===== config.mk =====
export PLATFORM = sky130hd
export DESIGN_NAME = strassen_matrix_multiply_unit_flat
export DESIGN_NICKNAME = d
export VERILOG_FILES = /design/src/rtl/smm_pkg.sv /design/src/rtl/smm_if.sv /design/src/rtl/smm_store.sv /design/src/rtl/strassen_matrix_multiply_unit.sv /design/src/flat_wrapper.sv
export SDC_FILE = /design/constraint.sdc
export NUM_CORES = 2
export LEC_CHECK = 0
export BUFFER_PORTS_ARGS = -buffer_cell sky130_fd_sc_hd__buf_2
export CAP_MARGIN = 25
export CORE_UTILIZATION = 36
export CTS_BUF_LIST = sky130_fd_sc_hd__clkbuf_2
export CTS_CLUSTER_DIAMETER = 200
export DETAILED_ROUTE_END_ITERATION = 6
export PLACE_DENSITY_LB_ADDON = 0.2
export SLEW_MARGIN = 20
export SYNTH_ARGS = -nofsm -noshare
export SYNTH_HDL_FRONTEND = slang
export SYNTH_SLANG_ARGS = --single-unit
export TNS_END_PERCENT = 30

===== constraint.sdc =====
create_clock -name clk -period 10.75 [get_ports clk]
set_clock_uncertainty 0.15 [all_clocks]
set_input_delay 2.15 -clock clk [delete_from_list [all_inputs] [get_ports clk]]
set_output_delay 2.15 -clock clk [all_outputs]
set_load 0.005 [all_outputs]

===== src/rtl/smm_pkg.sv =====
package smm_pkg;

  localparam int unsigned KIND_W  = 2;
  localparam int unsigned IDX_W   = 3;
  localparam int unsigned VALUE_W = 16;
  localparam int unsigned PROD_W  = 40;
  localparam int unsigned SIZE_W  = 4;
  localparam int unsigned CFG_W   = 2;

  localparam logic [KIND_W-1:0] KIND_LOAD_A = 2'd0;
  localparam logic [KIND_W-1:0] KIND_LOAD_B = 2'd1;
  localparam logic [KIND_W-1:0] KIND_START  = 2'd2;

  localparam logic [CFG_W-1:0] REG_OUTER_SIZE = 2'd0;
  localparam logic [CFG_W-1:0] REG_INNER_SIZE = 2'd1;

  typedef enum logic [1:0] {
    ST_IDLE,
    ST_RUN,
    ST_DRAIN,
    ST_EMIT
  } smm_state_t;

  typedef struct packed {
    logic a_we;
    logic b_we;
  } smm_wr_t;

endpackage


===== src/rtl/smm_if.sv =====
interface smm_in_if;
  import smm_pkg::*;
  logic                      valid;
  logic                      ready;
  logic [KIND_W-1:0]         kind;
  logic [IDX_W-1:0]          row;
  logic [IDX_W-1:0]          col;
  logic signed [VALUE_W-1:0] value;
  modport source (output valid, kind, row, col, value, input ready);
  modport sink (input valid, kind, row, col, value, output ready);
endinterface

interface smm_out_if;
  import smm_pkg::*;
  logic                     valid;
  logic                     ready;
  logic [IDX_W-1:0]         out_row;
  logic [IDX_W-1:0]         out_col;
  logic signed [PROD_W-1:0] product_value;
  logic                     last;
  modport source (output valid, out_row, out_col, product_value, last, input ready);
  modport sink (input valid, out_row, out_col, product_value, last, output ready);
endinterface

interface smm_cfg_if;
  import smm_pkg::*;
  logic              valid;
  logic              ready;
  logic [CFG_W-1:0]  index;
  logic [SIZE_W-1:0] data;
  modport source (output valid, index, data, input ready);
  modport sink (input valid, index, data, output ready);
endinterface


===== src/rtl/smm_store.sv =====
module smm_store
  import smm_pkg::*;
#(
  parameter int unsigned AW = 6
) (
  input  logic                      clk,
  input  smm_wr_t                   wr,
  input  logic [AW-1:0]             waddr,
  input  logic signed [VALUE_W-1:0] wdata,
  input  logic [AW-1:0]             a_raddr,
  input  logic [AW-1:0]             b_raddr,
  output logic signed [VALUE_W-1:0] a_rdata,
  output logic signed [VALUE_W-1:0] b_rdata
);

  logic signed [VALUE_W-1:0] mem_a [2**AW];
  logic signed [VALUE_W-1:0] mem_b [2**AW];

  always_ff @(posedge clk) begin
    if (wr.a_we) begin
      mem_a[waddr] <= wdata;
    end
    a_rdata <= mem_a[a_raddr];
  end

  always_ff @(posedge clk) begin
    if (wr.b_we) begin
      mem_b[waddr] <= wdata;
    end
    b_rdata <= mem_b[b_raddr];
  end

endmodule


===== src/rtl/strassen_matrix_multiply_unit.sv =====
// Matrix multiplier for signed 16-bit elements with an exact 40-bit product.
// The in channel carries one item per element: kind load A or load B writes
// value at (row, col) into that matrix's store; a start item computes the
// outer_size by outer_size product and sends it on the out channel in
// row-major order, last marking its final element. Loads outside the stated
// sizes are kept but not used. The cfg channel writes outer_size (index 0)
// and inner_size (index 1); it is always ready. The user must write it only
// while idle; the block itself does not enforce this. For a start, each
// element is one multiply-accumulate per inner step on a single multiplier,
// fed by one read of each store per cycle, then a drain of the pipeline and a
// hand-over of the element. in.ready is low while a product is being
// computed. The result sits in an output register; when the receiver stalls,
// the sequencer waits at that element until it is taken. Synchronous reset
// sets both sizes to 8, empties the output register and returns to idle;
// store contents are undefined until written.
module strassen_matrix_multiply_unit
  import smm_pkg::*;
#(
  parameter int unsigned MAX_SIZE = 8
) (
  input logic        clk,
  input logic        rst_n,
  smm_in_if.sink     in,
  smm_out_if.source  out,
  smm_cfg_if.sink    cfg
);

  localparam int unsigned AW = $clog2(MAX_SIZE);
  localparam int unsigned CW = $clog2(MAX_SIZE + 1);
  localparam logic [CW-1:0] MAXC = CW'(MAX_SIZE);

  smm_state_t state_r, state_nxt;
  logic [SIZE_W-1:0] outer_r, inner_r;
  logic [CW-1:0] outer_eff, inner_eff;
  logic [CW-1:0] i_r, j_r, k_r;
  logic p1_v_r, p2_v_r;
  logic signed [31:0] prod_r;
  logic signed [PROD_W-1:0] acc_r;
  logic out_v_r;
  logic [IDX_W-1:0] orow_r, ocol_r;
  logic signed [PROD_W-1:0] oval_r;
  logic olast_r;

  logic iss, load_out, last_k, last_elem, out_free, start_ok;
  smm_wr_t wr;
  logic [2*AW-1:0] waddr, a_raddr, b_raddr;
  logic signed [VALUE_W-1:0] a_q, b_q;
  logic [CW+IDX_W:0] row_x, col_x;

  always_comb begin
    outer_eff = ({1'b0, outer_r} > 5'(MAX_SIZE)) ? MAXC : CW'({1'b0, outer_r});
    inner_eff = ({1'b0, inner_r} > 5'(MAX_SIZE)) ? MAXC : CW'({1'b0, inner_r});
  end

  assign cfg.ready = 1'b1;

  always_ff @(posedge clk) begin
    if (!rst_n) begin
      outer_r <= SIZE_W'(8);
      inner_r <= SIZE_W'(8);
    end else if (cfg.valid) begin
      if (cfg.index == REG_OUTER_SIZE) begin
        outer_r <= cfg.data;
      end else if (cfg.index == REG_INNER_SIZE) begin
        inner_r <= cfg.data;
      end
    end
  end

  assign row_x = (CW + IDX_W + 1)'(in.row);
  assign col_x = (CW + IDX_W + 1)'(in.col);
  assign waddr = {row_x[AW-1:0], col_x[AW-1:0]};

  always_comb begin
    wr.a_we = 1'b0;
    wr.b_we = 1'b0;
    if (in.valid && in.ready && row_x < (CW + IDX_W + 1)'(MAX_SIZE)
        && col_x < (CW + IDX_W + 1)'(MAX_SIZE)) begin
      wr.a_we = (in.kind == KIND_LOAD_A);
      wr.b_we = (in.kind == KIND_LOAD_B);
    end
  end

  assign a_raddr = {i_r[AW-1:0], k_r[AW-1:0]};
  assign b_raddr = {k_r[AW-1:0], j_r[AW-1:0]};

  smm_store #(.AW(2 * AW)) u_store (
    .clk     (clk),
    .wr      (wr),
    .waddr   (waddr),
    .wdata   (in.value),
    .a_raddr (a_raddr),
    .b_raddr (b_raddr),
    .a_rdata (a_q),
    .b_rdata (b_q)
  );

  assign last_k    = (k_r + CW'(1)) >= inner_eff;
  assign last_elem = (i_r + CW'(1) == outer_eff) && (j_r + CW'(1) == outer_eff);
  assign out_free  = !out_v_r || out.ready;
  assign start_ok  = in.valid && (in.kind == KIND_START) && (outer_eff != '0);

  always_comb begin
    state_nxt = state_r;
    case (state_r)
      ST_IDLE: begin
        if (start_ok) begin
          state_nxt = (inner_eff == '0) ? ST_EMIT : ST_RUN;
        end
      end
      ST_RUN: begin
        if (last_k) begin
          state_nxt = ST_DRAIN;
        end
      end
      ST_DRAIN: begin
        if (!p1_v_r && !p2_v_r) begin
          state_nxt = ST_EMIT;
        end
      end
      ST_EMIT: begin
        if (out_free) begin
          if (last_elem) begin
            state_nxt = ST_IDLE;
          end else begin
            state_nxt = (inner_eff == '0) ? ST_EMIT : ST_RUN;
          end
        end
      end
      default: state_nxt = ST_IDLE;
    endcase
  end

  always_comb begin
    in.ready = 1'b0;
    iss      = 1'b0;
    load_out = 1'b0;
    case (state_r)
      ST_IDLE:  in.ready = 1'b1;
      ST_RUN:   iss      = 1'b1;
      ST_DRAIN: ;
      ST_EMIT:  load_out = out_free;
      default: ;
    endcase
  end

  always_ff @(posedge clk) begin
    if (!rst_n) begin
      state_r <= ST_IDLE;
      p1_v_r  <= 1'b0;
      p2_v_r  <= 1'b0;
      out_v_r <= 1'b0;
      i_r     <= '0;
      j_r     <= '0;
      k_r     <= '0;
    end else begin
      state_r <= state_nxt;
      p1_v_r  <= iss;
      p2_v_r  <= p1_v_r;
      if (load_out) begin
        out_v_r <= 1'b1;
      end else if (out.ready) begin
        out_v_r <= 1'b0;
      end
      if (state_r == ST_IDLE) begin
        i_r <= '0;
        j_r <= '0;
        k_r <= '0;
      end else if (iss) begin
        k_r <= k_r + CW'(1);
      end else if (load_out) begin
        k_r <= '0;
        if (j_r + CW'(1) == outer_eff) begin
          j_r <= '0;
          i_r <= i_r + CW'(1);
        end else begin
          j_r <= j_r + CW'(1);
        end
      end
    end
  end

  always_ff @(posedge clk) begin
    prod_r <= a_q * b_q;
    if (state_r == ST_IDLE || load_out) begin
      acc_r <= '0;
    end else if (p2_v_r) begin
      acc_r <= acc_r + {{(PROD_W - 32){prod_r[31]}}, prod_r};
    end
    if (load_out) begin
      orow_r  <= IDX_W'(i_r);
      ocol_r  <= IDX_W'(j_r);
      oval_r  <= acc_r;
      olast_r <= last_elem;
    end
  end

  assign out.valid         = out_v_r;
  assign out.out_row       = orow_r;
  assign out.out_col       = ocol_r;
  assign out.product_value = oval_r;
  assign out.last          = olast_r;

`ifndef NO_ASSERTIONS
  a_ready_empty: assert property (@(posedge clk) disable iff (!rst_n)
    in.ready |-> (!p1_v_r && !p2_v_r))
    else $error("input taken while the multiply pipeline is busy");
  a_out_hold: assert property (@(posedge clk) disable iff (!rst_n)
    (out.valid && !out.ready) |=> (out.valid &&
      $stable({out.out_row, out.out_col, out.product_value, out.last})))
    else $error("result item changed while the receiver stalled");
  a_run_k: assert property (@(posedge clk) disable iff (!rst_n)
    (state_r == ST_RUN) |-> (k_r < inner_eff))
    else $error("inner index ran past the shared dimension");
`endif

endmodule


===== src/flat_wrapper.sv =====
// flat-port wrapper written by rule: the top's interface ports become plain ports
module strassen_matrix_multiply_unit_flat import smm_pkg::*;
#(
  parameter int unsigned MAX_SIZE = 8
)
  (clk, rst_n, in_valid, in_kind, in_row, in_col, in_value, in_ready, out_valid, out_out_row, out_out_col, out_product_value, out_last, out_ready, cfg_valid, cfg_index, cfg_data, cfg_ready);
  smm_in_if in_i ();
  smm_out_if out_i ();
  smm_cfg_if cfg_i ();
  input logic clk;
  input logic rst_n;
  input wire logic [$bits(in_i.valid)-1:0] in_valid;
  input wire logic [$bits(in_i.kind)-1:0] in_kind;
  input wire logic [$bits(in_i.row)-1:0] in_row;
  input wire logic [$bits(in_i.col)-1:0] in_col;
  input wire logic [$bits(in_i.value)-1:0] in_value;
  output wire logic [$bits(in_i.ready)-1:0] in_ready;
  output wire logic [$bits(out_i.valid)-1:0] out_valid;
  output wire logic [$bits(out_i.out_row)-1:0] out_out_row;
  output wire logic [$bits(out_i.out_col)-1:0] out_out_col;
  output wire logic [$bits(out_i.product_value)-1:0] out_product_value;
  output wire logic [$bits(out_i.last)-1:0] out_last;
  input wire logic [$bits(out_i.ready)-1:0] out_ready;
  input wire logic [$bits(cfg_i.valid)-1:0] cfg_valid;
  input wire logic [$bits(cfg_i.index)-1:0] cfg_index;
  input wire logic [$bits(cfg_i.data)-1:0] cfg_data;
  output wire logic [$bits(cfg_i.ready)-1:0] cfg_ready;
  assign in_i.valid = in_valid;
  assign in_i.kind = in_kind;
  assign in_i.row = in_row;
  assign in_i.col = in_col;
  assign in_i.value = in_value;
  assign in_ready = in_i.ready;
  assign out_valid = out_i.valid;
  assign out_out_row = out_i.out_row;
  assign out_out_col = out_i.out_col;
  assign out_product_value = out_i.product_value;
  assign out_last = out_i.last;
  assign out_i.ready = out_ready;
  assign cfg_i.valid = cfg_valid;
  assign cfg_i.index = cfg_index;
  assign cfg_i.data = cfg_data;
  assign cfg_ready = cfg_i.ready;
  strassen_matrix_multiply_unit #(.MAX_SIZE(MAX_SIZE)) u_core (.clk(clk), .rst_n(rst_n), .in(in_i), .out(out_i), .cfg(cfg_i));
endmodule

==> results.cfg <==
[run_status]
status = completed

[worst_setup_path]
startpoint = u_core.u_store.a_rdata[15]
worstSetupPathType = reg2reg
cp.required_ns = 12.27
reg2reg_slack_ns = 4.13
path_buf_inv = 3
crit_chain = nand2_1 > inv_1 > fa_1 > fa_1 > fa_1 > fa_1 > fa_1 > inv_1 > fa_1 > inv_1 > ha_1 > or3_1 > a21oi_1 > o21ai_0 > or4_1 > and3_1 > a211oi_1
startpoint_type = flop
slowest_stage = fa_1
crit_end = u_core.prod_r[31]
slowest_delay_ns = 0.94
r2r_end = u_core.prod_r[31]
path_delay_family = adder cells
crit_fanout = 16
cp.depth = 17
path_common_cell = fa_1
r2r-start = u_core.u_store.a_rdata[15]
cp_data_arrival_time_ns = 8.13
critPathCaptureType = flop
reg2regPathDepth = 17

[placed_design]
hpwl_um = 144000
dp_slack_ns = 4.09
postPlaceCellArea_um2 = 101000
io_buffers = 83
gp_congestion = 0.809

[final_layout]
multi_input_area_um2 = 28000
layout.nets = 5909
ff_latch_area_um2 = 65500
final_area_um2 = 106000
layout-drive-gt1-share = 0.323
areaGrowthSynthToFinish_pct = 10.9
layout_commonest_cell = edfxtp_1
final_core_util = 0.403
mostFrequentLayoutCells = edfxtp_1, clkbuf_2, mux4_2
fillers = 23869

[power]
p_int_w = 0.0184
power_density_nw_per_um2 = 283
pwr-share-comb = 0.479
seqPwrFrac = 0.332
p_sw_w = 0.0115
clock_power_share = 0.189
ir_worst_vdd_v = 0.000719
sw_frac_of_total = 0.385
p_leak_nw = 35.5

[timing]
drv_slew = 0
period_minus_slack_ns = 6.62
hold_viol_final = 0
setup_viol = 0
max_slew_margin = 0.289
max_slew.worst_pin.slew_ns = 1.06
fin_crit_sh = 0.616
rsz0062_at_grt = no
fmax_mhz = 151
tns_ns = 0
worst_slack_ns = 4.13

[route]
drc = 0
detailroute.via_count = 47865
wire_per_inst_um = 25.8
viasPerCell = 5.10
postRouteAntennaNets = 0
drt_pass1_iterations = 5
drt_iter0_markers = 4106
wl_um = 242000

[synthesis]
ys.flop_type = edfxtp_1
synth_edf_count = 2095
syn-num-nets = 5291
ys_warn_count = 0
synthesis.area_um2 = 95600
ys_ff_latch = 2224
async_flop_share = 0
syn_inst = 4865
synth.distinct_cells = 68
ys_seq_area_frac = 0.685
avgSynthCellArea_um2 = 19.6

[die]
initial_core_util = 0.363
io_pins = 85
num_rows = 188
core_area_um2 = 263000
die_x_um = 517
dieHeight_um = 517
die-area_um2 = 268000

[grt]
grt_max_degree = 117
track_usage = 0.182
antenna_found_initial = 26
grt_pass1_wl_um = 351000
grt_pass1_vias = 50563
grt.overflow.total = 0

[worst_hold_path]
min_path_type = reg2reg

[clock_tree]
cts.sinks = 2224
clock_latency_ns = 1.78
htree_levels = 6
cts_buffer_depth = 4
cts_resized = 0
cts_setup_buffers = 0
cts_buffers = 580
clockRootBuffer = clkbuf_2
holdBufCountCts = 0
clk_pin_slew_ns = 0.12
cts_tree = done

[run]
max-cap-violations = 0
## power by group through the flow
| stage | Clock [W] | Sequential [W] | Combinational, W |
|---|---|---|---|
| global route | 0.00633 | 0.00997 | 0.0164 |
| finish | 0.00567 | 0.00995 | 0.0144 |
| CTS | 0.00593 | 0.00995 | 0.0146 |
| global placement | 0 | 0.0101 | 0.0143 |
| detailed placement | 0 | 0.0101 | 0.0145 |
| floorplan | 0 | 0.0100 | 0.0113 |
## kinds of logic (layout without fill, tap and decap cells)
kind of cell / Yosys count / in the layout / synth area share
flops: 2224 / 2224 / 0.685
xor+xnor: 80 / 80 / 0.00733
fa+ha+maj: 391 / 391 / 0.0719
mux: 715 / 715 / 0.163
compound gates: 233 / 233 / 0.0158
other cells: 1 / 17 / 0.0000392
simple gates: 680 / 680 / 0.0336
buf+inv: 541 / 1522 / 0.0231
## state kept, by name, summed over array words and instances (netlist names), 2 cells and up
name                      flops
u_core.k_r                    4
u_core.u_store.b_rdata       16
u_core.out.out_col            3
u_core.i_r                    4
u_core.state_r                2
u_core.inner_r                4
u_core.out.out_row            3
u_core.u_store.mem_b       1024
u_core.u_store.a_rdata       16
u_core.j_r                    4
u_core.u_store.mem_a       1024
u_core.prod_r                32
u_core.outer_r                4
u_core.acc_r                 40
u_core.out.product_value     40
## Yosys cell counts (all sizes together) (3+ instances only)
master	instances	area share
edfxtp	2095	0.66
mux4	672	0.16
inv	312	0.012
fa	263	0.055
nor2	233	0.0092
nand2	185	0.0073
clkbuf	136	0.0053
dfxtp	129	0.027
and2	128	0.0084
ha	128	0.017
buf	92	0.0054
a21oi	65	0.0034
xnor2	56	0.0051
a21o	48	0.0038
mux2i	43	0.0045
o21ai	43	0.0023
nand3	25	0.0013
xor2	24	0.0022
nor3	23	0.0013
nand2b	14	0.00092
nand3b	13	0.0010
a31oi	12	0.00079
a211oi	11	0.00086
and3	11	0.00072
o21a	9	0.00071
or3	9	0.00059
nor2b	7	0.00046
o21bai	7	0.00055
nand4	6	0.00039
and4	4	0.00037
nor4	4	0.00026
o2111ai	4	0.00037
o211ai	4	0.00031
o31ai	4	0.00031
a21boi	3	0.00024
a22oi	3	0.00024
nor3b	3	0.00024
o32ai	3	0.00028
or2	3	0.00020
or3b	3	0.00028
## final cells by class
class / instances / area share
inverters: 313 / 0.0111
flip-flops and latches: 2224 / 0.618
diodes: 16 / 0.000378
repair buffers: 264 / 0.0180
multi-input cells: 2100 / 0.264
clock inverters: 117 / 0.00719
well taps: 3515 / 0.0415
clock buffers: 828 / 0.0391
## stage by stage
step	cells	hold slack, ns	total power [W]
floorplan	4865	0.256	0.0213
finish	9377	0.304	0.0300
global placement	8411	0.288	0.0244
CTS	9358	0.293	0.0305
global route	9368	0.299	0.0327
detailed placement	8413	0.284	0.0246
## worst min path at each step
stage                startpoint                      endpoint  cells after the start
6_report       u_core.acc_r[17]  u_core.out.product_value[17]                      0
3_3_place_gp      u_core.p1_v_r                 u_core.p2_v_r                      1
4_1_cts        u_core.acc_r[17]  u_core.out.product_value[17]                      0
5_1_grt        u_core.acc_r[17]  u_core.out.product_value[17]                      0
2_1_floorplan     u_core.j_r[2]         u_core.out.out_col[2]                      0
3_5_place_dp      u_core.p1_v_r                 u_core.p2_v_r                      1
## metal layers
metal / vias to the layer above / track usage / part of all wire
met4: 14 / 0.0475 / 0.018
met3: 332 / 0.0385 / 0.063
li1: 20693 / - / -
met2: 1479 / 0.285 / 0.47
met1: 25347 / 0.258 / 0.45
met5: - / 0 / 0.00037
Note: power is estimated with default switching activity, not from simulation.
